`src/rtl/core/sit_pkg.sv`:
```
package sit_pkg;

   localparam int TABLE_DEPTH_DEF = 64;

   localparam int OPCODE_W = 1;
   localparam int SYMBOL_W = 8;
   localparam int LOOKUP_W = 8;
   localparam int INDEX_W  = 6;
   localparam int COUNT_W  = 7;

   localparam logic [OPCODE_W-1:0] OP_INTERN  = 1'b0;
   localparam logic [OPCODE_W-1:0] OP_REVERSE = 1'b1;

   typedef enum logic [4:0] {
      ST_IDLE  = 5'b00001,
      ST_SCAN  = 5'b00010,
      ST_RREAD = 5'b00100,
      ST_MISS  = 5'b01000,
      ST_EMIT  = 5'b10000
   } sit_state_type;

   typedef struct packed {
      logic [INDEX_W-1:0]  index;
      logic [SYMBOL_W-1:0] symbol_code;
      logic                found;
      logic                inserted;
      logic                full_res;
      logic [COUNT_W-1:0]  entry_count;
   } sit_result_type;

endpackage

```
`src/rtl/core/sit_mem.sv`:
```
module sit_mem #(
   parameter int DEPTH = sit_pkg::TABLE_DEPTH_DEF,
   parameter int AW    = $clog2(sit_pkg::TABLE_DEPTH_DEF)
) (
   input  logic                        clock,
   input  logic                        wr_en,
   input  logic [AW-1:0]               wr_addr,
   input  logic [sit_pkg::SYMBOL_W-1:0] wr_data,
   input  logic [AW-1:0]               rd_addr,
   output logic [sit_pkg::SYMBOL_W-1:0] rd_data
);

   logic [sit_pkg::SYMBOL_W-1:0] store_ff [DEPTH];
   logic [sit_pkg::SYMBOL_W-1:0] rd_data_ff;

   always_ff @(posedge clock) begin
      if (wr_en) begin
         store_ff[wr_addr] <= wr_data;
      end
   end

   always_ff @(posedge clock) begin
      rd_data_ff <= store_ff[rd_addr];
   end

   assign rd_data = rd_data_ff;

endmodule

```
`src/rtl/core/sit_ctrl.sv`:
```
module sit_ctrl #(
   parameter int TABLE_DEPTH = sit_pkg::TABLE_DEPTH_DEF,
   parameter int AW          = $clog2(sit_pkg::TABLE_DEPTH_DEF),
   parameter int CW          = $clog2(sit_pkg::TABLE_DEPTH_DEF + 1)
) (
   input  logic                         clock,
   input  logic                         reset,
   input  logic                         req_valid,
   output logic                         req_ready,
   input  logic [sit_pkg::OPCODE_W-1:0] req_opcode,
   input  logic [sit_pkg::SYMBOL_W-1:0] req_symbol,
   input  logic [sit_pkg::LOOKUP_W-1:0] req_lookup_index,
   output logic                         res_valid,
   input  logic                         res_ready,
   output sit_pkg::sit_result_type      res,
   output logic                         wr_en,
   output logic [AW-1:0]                wr_addr,
   output logic [sit_pkg::SYMBOL_W-1:0] wr_data,
   output logic [AW-1:0]                rd_addr,
   input  logic [sit_pkg::SYMBOL_W-1:0] rd_data
);

   localparam int CMP_W = 9;

   sit_pkg::sit_state_type state_ff, state_in;
   logic [CW-1:0]                count_ff, count_in;
   logic [AW-1:0]                ptr_ff, ptr_in;
   logic [sit_pkg::SYMBOL_W-1:0] sym_ff, sym_in;
   logic [sit_pkg::LOOKUP_W-1:0] lidx_ff, lidx_in;
   logic [sit_pkg::INDEX_W-1:0]  r_index_ff, r_index_in;
   logic [sit_pkg::SYMBOL_W-1:0] r_code_ff, r_code_in;
   logic                         r_found_ff, r_found_in;
   logic                         r_ins_ff, r_ins_in;
   logic                         r_full_ff, r_full_in;

   logic accept;
   logic lidx_in_range;
   logic scan_last;
   logic has_room;

   assign accept        = req_valid && req_ready;
   assign lidx_in_range = CMP_W'(req_lookup_index) < CMP_W'(count_ff);
   assign scan_last     = (CW'(ptr_ff) + CW'(1)) == count_ff;
   assign has_room      = count_ff < CW'(TABLE_DEPTH);

   always_comb begin
      state_in   = state_ff;
      count_in   = count_ff;
      ptr_in     = ptr_ff;
      sym_in     = sym_ff;
      lidx_in    = lidx_ff;
      r_index_in = r_index_ff;
      r_code_in  = r_code_ff;
      r_found_in = r_found_ff;
      r_ins_in   = r_ins_ff;
      r_full_in  = r_full_ff;
      wr_en      = 1'b0;
      wr_addr    = count_ff[AW-1:0];
      wr_data    = sym_ff;
      rd_addr    = ptr_ff + AW'(1);
      req_ready  = 1'b0;
      res_valid  = 1'b0;

      unique case (state_ff)
         sit_pkg::ST_IDLE: begin
            req_ready = 1'b1;
            rd_addr   = (req_opcode == sit_pkg::OP_REVERSE) ?
                        req_lookup_index[AW-1:0] : '0;
            if (accept) begin
               sym_in     = req_symbol;
               lidx_in    = req_lookup_index;
               ptr_in     = '0;
               r_index_in = '0;
               r_code_in  = '0;
               r_found_in = 1'b0;
               r_ins_in   = 1'b0;
               r_full_in  = 1'b0;
               if (req_opcode == sit_pkg::OP_REVERSE) begin
                  state_in = lidx_in_range ? sit_pkg::ST_RREAD : sit_pkg::ST_EMIT;
               end else begin
                  state_in = (count_ff == '0) ? sit_pkg::ST_MISS : sit_pkg::ST_SCAN;
               end
            end
         end
         sit_pkg::ST_SCAN: begin
            if (rd_data == sym_ff) begin
               r_found_in = 1'b1;
               r_index_in = sit_pkg::INDEX_W'(ptr_ff);
               state_in   = sit_pkg::ST_EMIT;
            end else if (scan_last) begin
               state_in = sit_pkg::ST_MISS;
            end else begin
               ptr_in = ptr_ff + AW'(1);
            end
         end
         sit_pkg::ST_RREAD: begin
            r_found_in = 1'b1;
            r_index_in = sit_pkg::INDEX_W'(lidx_ff);
            r_code_in  = rd_data;
            state_in   = sit_pkg::ST_EMIT;
         end
         sit_pkg::ST_MISS: begin
            if (has_room) begin
               wr_en      = 1'b1;
               r_ins_in   = 1'b1;
               r_index_in = sit_pkg::INDEX_W'(count_ff);
               count_in   = count_ff + CW'(1);
            end else begin
               r_full_in = 1'b1;
            end
            state_in = sit_pkg::ST_EMIT;
         end
         sit_pkg::ST_EMIT: begin
            res_valid = 1'b1;
            if (res_ready) begin
               state_in = sit_pkg::ST_IDLE;
            end
         end
         default: begin
            state_in = sit_pkg::ST_IDLE;
         end
      endcase
   end

   always_ff @(posedge clock) begin
      if (reset) begin
         state_ff <= sit_pkg::ST_IDLE;
         count_ff <= '0;
      end else begin
         state_ff <= state_in;
         count_ff <= count_in;
      end
   end

   always_ff @(posedge clock) begin
      ptr_ff     <= ptr_in;
      sym_ff     <= sym_in;
      lidx_ff    <= lidx_in;
      r_index_ff <= r_index_in;
      r_code_ff  <= r_code_in;
      r_found_ff <= r_found_in;
      r_ins_ff   <= r_ins_in;
      r_full_ff  <= r_full_in;
   end

   assign res.index       = r_index_ff;
   assign res.symbol_code = r_code_ff;
   assign res.found       = r_found_ff;
   assign res.inserted    = r_ins_ff;
   assign res.full_res    = r_full_ff;
   assign res.entry_count = sit_pkg::COUNT_W'(count_ff);

endmodule

```
`src/rtl/core/symbol_intern_table.sv`:
```
// channel   handshake              payload
// req       req_valid/req_ready    req_opcode, req_symbol, req_lookup_index
// rsp       rsp_valid/rsp_ready    rsp_index, rsp_symbol_code, rsp_found,
//                                  rsp_inserted, rsp_full_res, rsp_entry_count
//
// one request at a time; the symbol memory scan reads one stored entry per cycle
// intern hit at index k: scan entries 0 to k, then emit; intern miss: scan every stored entry,
// then insert (or report full) and emit; reverse lookup: read, then emit, or emit at once when out of range
// reset clears the state machine, the count and the response valid flag only
// a stalled response sits in the output register while the next request runs
module symbol_intern_table #(
   parameter int TABLE_DEPTH = sit_pkg::TABLE_DEPTH_DEF
) (
   input  logic                         clock,
   input  logic                         reset,
   input  logic                         req_valid,
   output logic                         req_ready,
   input  logic [sit_pkg::OPCODE_W-1:0] req_opcode,
   input  logic [sit_pkg::SYMBOL_W-1:0] req_symbol,
   input  logic [sit_pkg::LOOKUP_W-1:0] req_lookup_index,
   output logic                         rsp_valid,
   input  logic                         rsp_ready,
   output logic [sit_pkg::INDEX_W-1:0]  rsp_index,
   output logic [sit_pkg::SYMBOL_W-1:0] rsp_symbol_code,
   output logic                         rsp_found,
   output logic                         rsp_inserted,
   output logic                         rsp_full_res,
   output logic [sit_pkg::COUNT_W-1:0]  rsp_entry_count
);

   localparam int AW = $clog2(TABLE_DEPTH);
   localparam int CW = $clog2(TABLE_DEPTH + 1);

   logic                         wr_en;
   logic [AW-1:0]                wr_addr;
   logic [sit_pkg::SYMBOL_W-1:0] wr_data;
   logic [AW-1:0]                rd_addr;
   logic [sit_pkg::SYMBOL_W-1:0] rd_data;
   logic                         res_valid;
   logic                         res_ready;
   sit_pkg::sit_result_type      res;

   logic                         rsp_valid_ff, rsp_valid_in;
   sit_pkg::sit_result_type      rsp_ff, rsp_in;

   sit_mem #(
      .DEPTH (TABLE_DEPTH),
      .AW    (AW)
   ) u_mem (
      .clock   (clock),
      .wr_en   (wr_en),
      .wr_addr (wr_addr),
      .wr_data (wr_data),
      .rd_addr (rd_addr),
      .rd_data (rd_data)
   );

   sit_ctrl #(
      .TABLE_DEPTH (TABLE_DEPTH),
      .AW          (AW),
      .CW          (CW)
   ) u_ctrl (
      .clock            (clock),
      .reset            (reset),
      .req_valid        (req_valid),
      .req_ready        (req_ready),
      .req_opcode       (req_opcode),
      .req_symbol       (req_symbol),
      .req_lookup_index (req_lookup_index),
      .res_valid        (res_valid),
      .res_ready        (res_ready),
      .res              (res),
      .wr_en            (wr_en),
      .wr_addr          (wr_addr),
      .wr_data          (wr_data),
      .rd_addr          (rd_addr),
      .rd_data          (rd_data)
   );

   assign res_ready = !rsp_valid_ff || rsp_ready;

   always_comb begin
      rsp_valid_in = rsp_valid_ff;
      rsp_in       = rsp_ff;
      if (res_valid && res_ready) begin
         rsp_valid_in = 1'b1;
         rsp_in       = res;
      end else if (rsp_ready) begin
         rsp_valid_in = 1'b0;
      end
   end

   always_ff @(posedge clock) begin
      if (reset) begin
         rsp_valid_ff <= 1'b0;
      end else begin
         rsp_valid_ff <= rsp_valid_in;
      end
   end

   always_ff @(posedge clock) begin
      rsp_ff <= rsp_in;
   end

   assign rsp_valid       = rsp_valid_ff;
   assign rsp_index       = rsp_ff.index;
   assign rsp_symbol_code = rsp_ff.symbol_code;
   assign rsp_found       = rsp_ff.found;
   assign rsp_inserted    = rsp_ff.inserted;
   assign rsp_full_res    = rsp_ff.full_res;
   assign rsp_entry_count = rsp_ff.entry_count;

endmodule

```
`config.mk`:
```
export PLATFORM = sky130hd
export DESIGN_NAME = symbol_intern_table
export DESIGN_NICKNAME = d
export VERILOG_FILES = /design/src/rtl/core/sit_pkg.sv /design/src/rtl/core/sit_mem.sv /design/src/rtl/core/sit_ctrl.sv /design/src/rtl/core/symbol_intern_table.sv
export SDC_FILE = /design/constraint.sdc
export NUM_CORES = 1
export LEC_CHECK = 0
export BUFFER_PORTS_ARGS = -buffer_cell sky130_fd_sc_hd__buf_4
export CAP_MARGIN = 20
export CORE_MARGIN = 8
export CORE_UTILIZATION = 40
export CTS_CLUSTER_DIAMETER = 60
export DETAILED_ROUTE_END_ITERATION = 16
export GPL_TIMING_DRIVEN = 0
export PLACE_DENSITY = 0.63
export SYNTH_ARGS = -nofsm -noshare
export SYNTH_HDL_FRONTEND = slang
export SYNTH_SLANG_ARGS = --single-unit
```
`constraint.sdc`:
```
create_clock -name clock -period 3.3 [get_ports clock]
set_input_delay 0.165 -clock clock [delete_from_list [all_inputs] [get_ports clock]]
set_output_delay 0.165 -clock clock [all_outputs]
set_load 0.02 [all_outputs]
```
==> run_results.csv <==
group,metric,value,unit
sta,slew_viol_final,0,
min_path,hold_path_class,"in2reg",
final_layout,area_growth,17.2,%
yosys,ys_async_sr_fraction,0,%
yosys,synth.distinct_cells,54,
pwr,power,20.5,mW
sta,fin_crit,3.26,ns
final_layout,antennaDiodeCount,0,
yosys,syn_avg_cell_area,12.5,µm²
yosys,ys_seq_area_share,74.1,%
clock_tree,numCtsBuffers,59,
global_route,grt_pass1_vias,15100,
min_path,hp-start,"req_lookup_index[6]",
critical_path,cp.required,3.79,ns
route,wl_per_cell,23.3,µm
sta,rsz0062_at_grt,"true",
route,vias_per_cell,5.55,
floorplanning,dieArea,67500,µm²
final_layout,drive_gt1_share,12.0,%
min_path,min_path_cells,4,
final_layout,layout_common_cells,"573 x edfxtp_1, 530 x nand2_1, 315 x nand3_1",
yosys,post_synth_inst_count,1897,
yosys,synth-edff-count,573,
critical_path,worstSetupPathType,"reg2reg",
global_route,grt_use_total,19.2,%
yosys,synth_compound_area_share,2.81,%
final_layout,regArea,17600,µm²
yosys,synth_fp_nets,1927,
sta,slew_headroom,29.0,%
pwr,p_leak,9.65,nW
route,vias,16000,
yosys,synth-xor-area-share,0.883,%
run,maxCapViolCount,0,
placed_design,io_buffers,46,
critical_path,reg2reg_slack,0.04,ns
critical_path,worstSetupEndpointType,"register",
sta,setup_ws,0.0426,ns
status,status,"finished, final reports clean",
critical_path,crit_path_start_kind,"register",
yosys,synth_top_family_by_area,"simple AND/OR/NAND/NOR gates",
sta,worstMarginPinSlew,1.06,ns
final_layout,layout_commonest_cell,"edfxtp_1",
floorplanning,die_w,260,µm
pwr,p_per_area,737,nW/µm²
yosys,yosysWarningCount,0,
critical_path,reg2reg_depth,12,
placed_design,routabilityCongestion,0.910,
final_layout,utilization,47.3,%
clock_tree,clock-sinks,594,
sta,fmax,0.307,GHz
floorplanning,ios,47,
clock_tree,htreeDepth,2,
final_layout,nFillCells,5107,
yosys,synthFlopType,"edfxtp_1",
global_route,antenna_found_initial,0,
global_route,grt_overflow,0,
route,drt-initial-drc-count,2075,
critical_path,r2r-start,"u_ctrl.state_ff[1]",
yosys,ys_ff_latch,594,
yosys,synthMuxAreaShare,0.337,%
critical_path,arrival,3.75,ns
global_route,grt_max_degree,36,
sta,fin_tns_setup,0,ns
floorplanning,initial_core_util,40.4,%
placed_design,hpwl,47.1,mm
pwr,irDropWorstVdd,442,µV
min_path,holdPathEnd,"u_ctrl.state_ff[2]",
clock_tree,root_buffer,"clkbuf_16",
clock_tree,clockBufferDepth,3,
final_layout,fin_nets,2086,
clock_tree,clkLatencyLatePin,0.62,ns
sta,post-route-period-util,98.7,%
yosys,netlist_area,23800,µm²
sta,hold_viol_final,0,
yosys,synthAdderAreaFrac,0.473,%
critical_path,path_max_fanout,10,
placed_design,place_ws,-0.651,ns
yosys,yosys.area_share.simple,19.1,%
route,drt_first_pass_iters,8,
floorplanning,core_area,58900,µm²
sta,clock_skew,0.0212,ns
clock_tree,cts_tree,"built",
route,remaining_drc_errors,0,
route,wl,66.9,mm
final_layout,multi_input_area,5720,µm²
floorplanning,die_y,260,µm
global_route,grt_pass1_wl,97.2,mm
clock_tree,path_clk_slew,0.06,ns
route,ant_nets,0,
critical_path,rr_endpoint,"u_mem.rd_data[5]",
sta,setup_viol,0,
floorplanning,row_count,89,
layer usage:
layer / vias up / track usage (%) / part of all wire (%)
li1: 7174 / - / -
met3: 140 / 3.30 / 9.7
met5: - / 0 / 0
met1: 7820 / 26.5 / 41
met4: 0 / 7.50 / 3.4
met2: 826 / 30.2 / 46
where the power goes:
group | switching, mW | total, mW | leakage (nW) | internal, mW
clock | 2.77 | 6.38 | 0.899 | 3.61
sequential | 0.145 | 8.80 | 5.35 | 8.66
combinational | 3.81 | 5.35 | 3.40 | 1.54
total | 6.72 | 20.5 | 9.65 | 13.8
state kept, by name, indices dropped and copies added, names as in the netlist, 7 cells and up:
register,count
rsp_entry_count,7
rsp_symbol_code,8
u_ctrl.count_ff,7
u_ctrl.r_code_ff,8
u_ctrl.wr_data,8
u_mem.rd_data,8
u_mem.store_ff,512
cells in the mapped netlist, types with 2 or more instances:
library cell / n / area, µm²
a21o_1: 4 / 30.0
a21oi_1: 31 / 155
a222oi_1: 6 / 60.1
a31oi_1: 44 / 275
a32oi_1: 3 / 26.3
and2_1: 11 / 68.8
and3_1: 5 / 31.3
and4_1: 7 / 61.3
buf_1: 16 / 60.1
buf_2: 48 / 240
buf_6: 3 / 33.8
clkbuf_1: 44 / 165
dfxtp_1: 21 / 420
edfxtp_1: 573 / 17200
ha_1: 9 / 113
inv_1: 15 / 56.3
mux2i_1: 8 / 80.1
nand2_1: 530 / 1990
nand2b_1: 7 / 43.8
nand3_1: 315 / 1580
nand4_1: 36 / 225
nor2_1: 98 / 368
nor3_1: 6 / 30.0
nor4_1: 2 / 12.5
o21ai_0: 3 / 15.0
o22ai_1: 2 / 12.5
xnor2_1: 12 / 105
xor2_1: 12 / 105
final cells by class:
type | count | area share (%)
plain buffers | 110 | 1.86
clock buffers | 77 | 5.57
clock inverters | 29 | 0.898
inverters | 16 | 0.220
multi-input cells | 1176 | 20.5
flip-flops and latches | 594 | 63.2
well taps | 773 | 3.47
repair buffers | 99 | 4.25
cell families (layout without fill, tap and decap cells):
kind of cell	after synthesis	in the layout
xor+xnor	24	24
mux	8	8
buf+inv	127	331
flops	594	594
compound gates	104	104
fa+ha+maj	9	9
simple gates	1031	1031
critical path, stage by stage (launching register included):
cell      delay, ns
dfxtp_1        0.37
nor3_4         0.31
nand2_4        0.15
clkinv_2       0.12
and3_1         0.24
or2_1          0.15
buf_6          0.17
buf_6          0.18
buf_2          0.24
a31oi_1        0.12
a21oi_1        0.38
nand4_1        0.32
and4_1         0.37
what timing repair did:
item	in CTS	in global routing
endpoints found under the setup margin	8	14
setup buffers	3	8
gates cloned	0	0
pin swaps	1	5
resized for setup	22	18
endpoints found under the hold margin	19	0
hold buffers	18	0
worst max-delay path by stage:
stage	to	startpoint	slack, ns
floorplan	u_ctrl.r_index_ff[0]	u_ctrl.wr_data[5]	0.68
global placement	u_ctrl.r_index_ff[5]	u_ctrl.wr_data[3]	-1.10
detailed placement	u_mem.rd_data[2]	u_ctrl.ptr_ff[0]	-0.65
CTS	u_mem.rd_data[1]	u_ctrl.ptr_ff[0]	0.01
global route	u_mem.rd_data[5]	u_ctrl.state_ff[1]	-0.009
finish	u_mem.rd_data[5]	u_ctrl.state_ff[1]	0.04
stage by stage:
step	area (µm²)	hold slack (ns)	std cells
after floorplan	23800	0.264	1897
after global placement	25100	0.344	2716
after detailed placement	25700	0.345	2739
after CTS	27700	0.0504	2865
after global routing	27900	0.0673	2874
final	27900	0.0824	2874
Note: power is estimated with default switching activity, not from simulation.
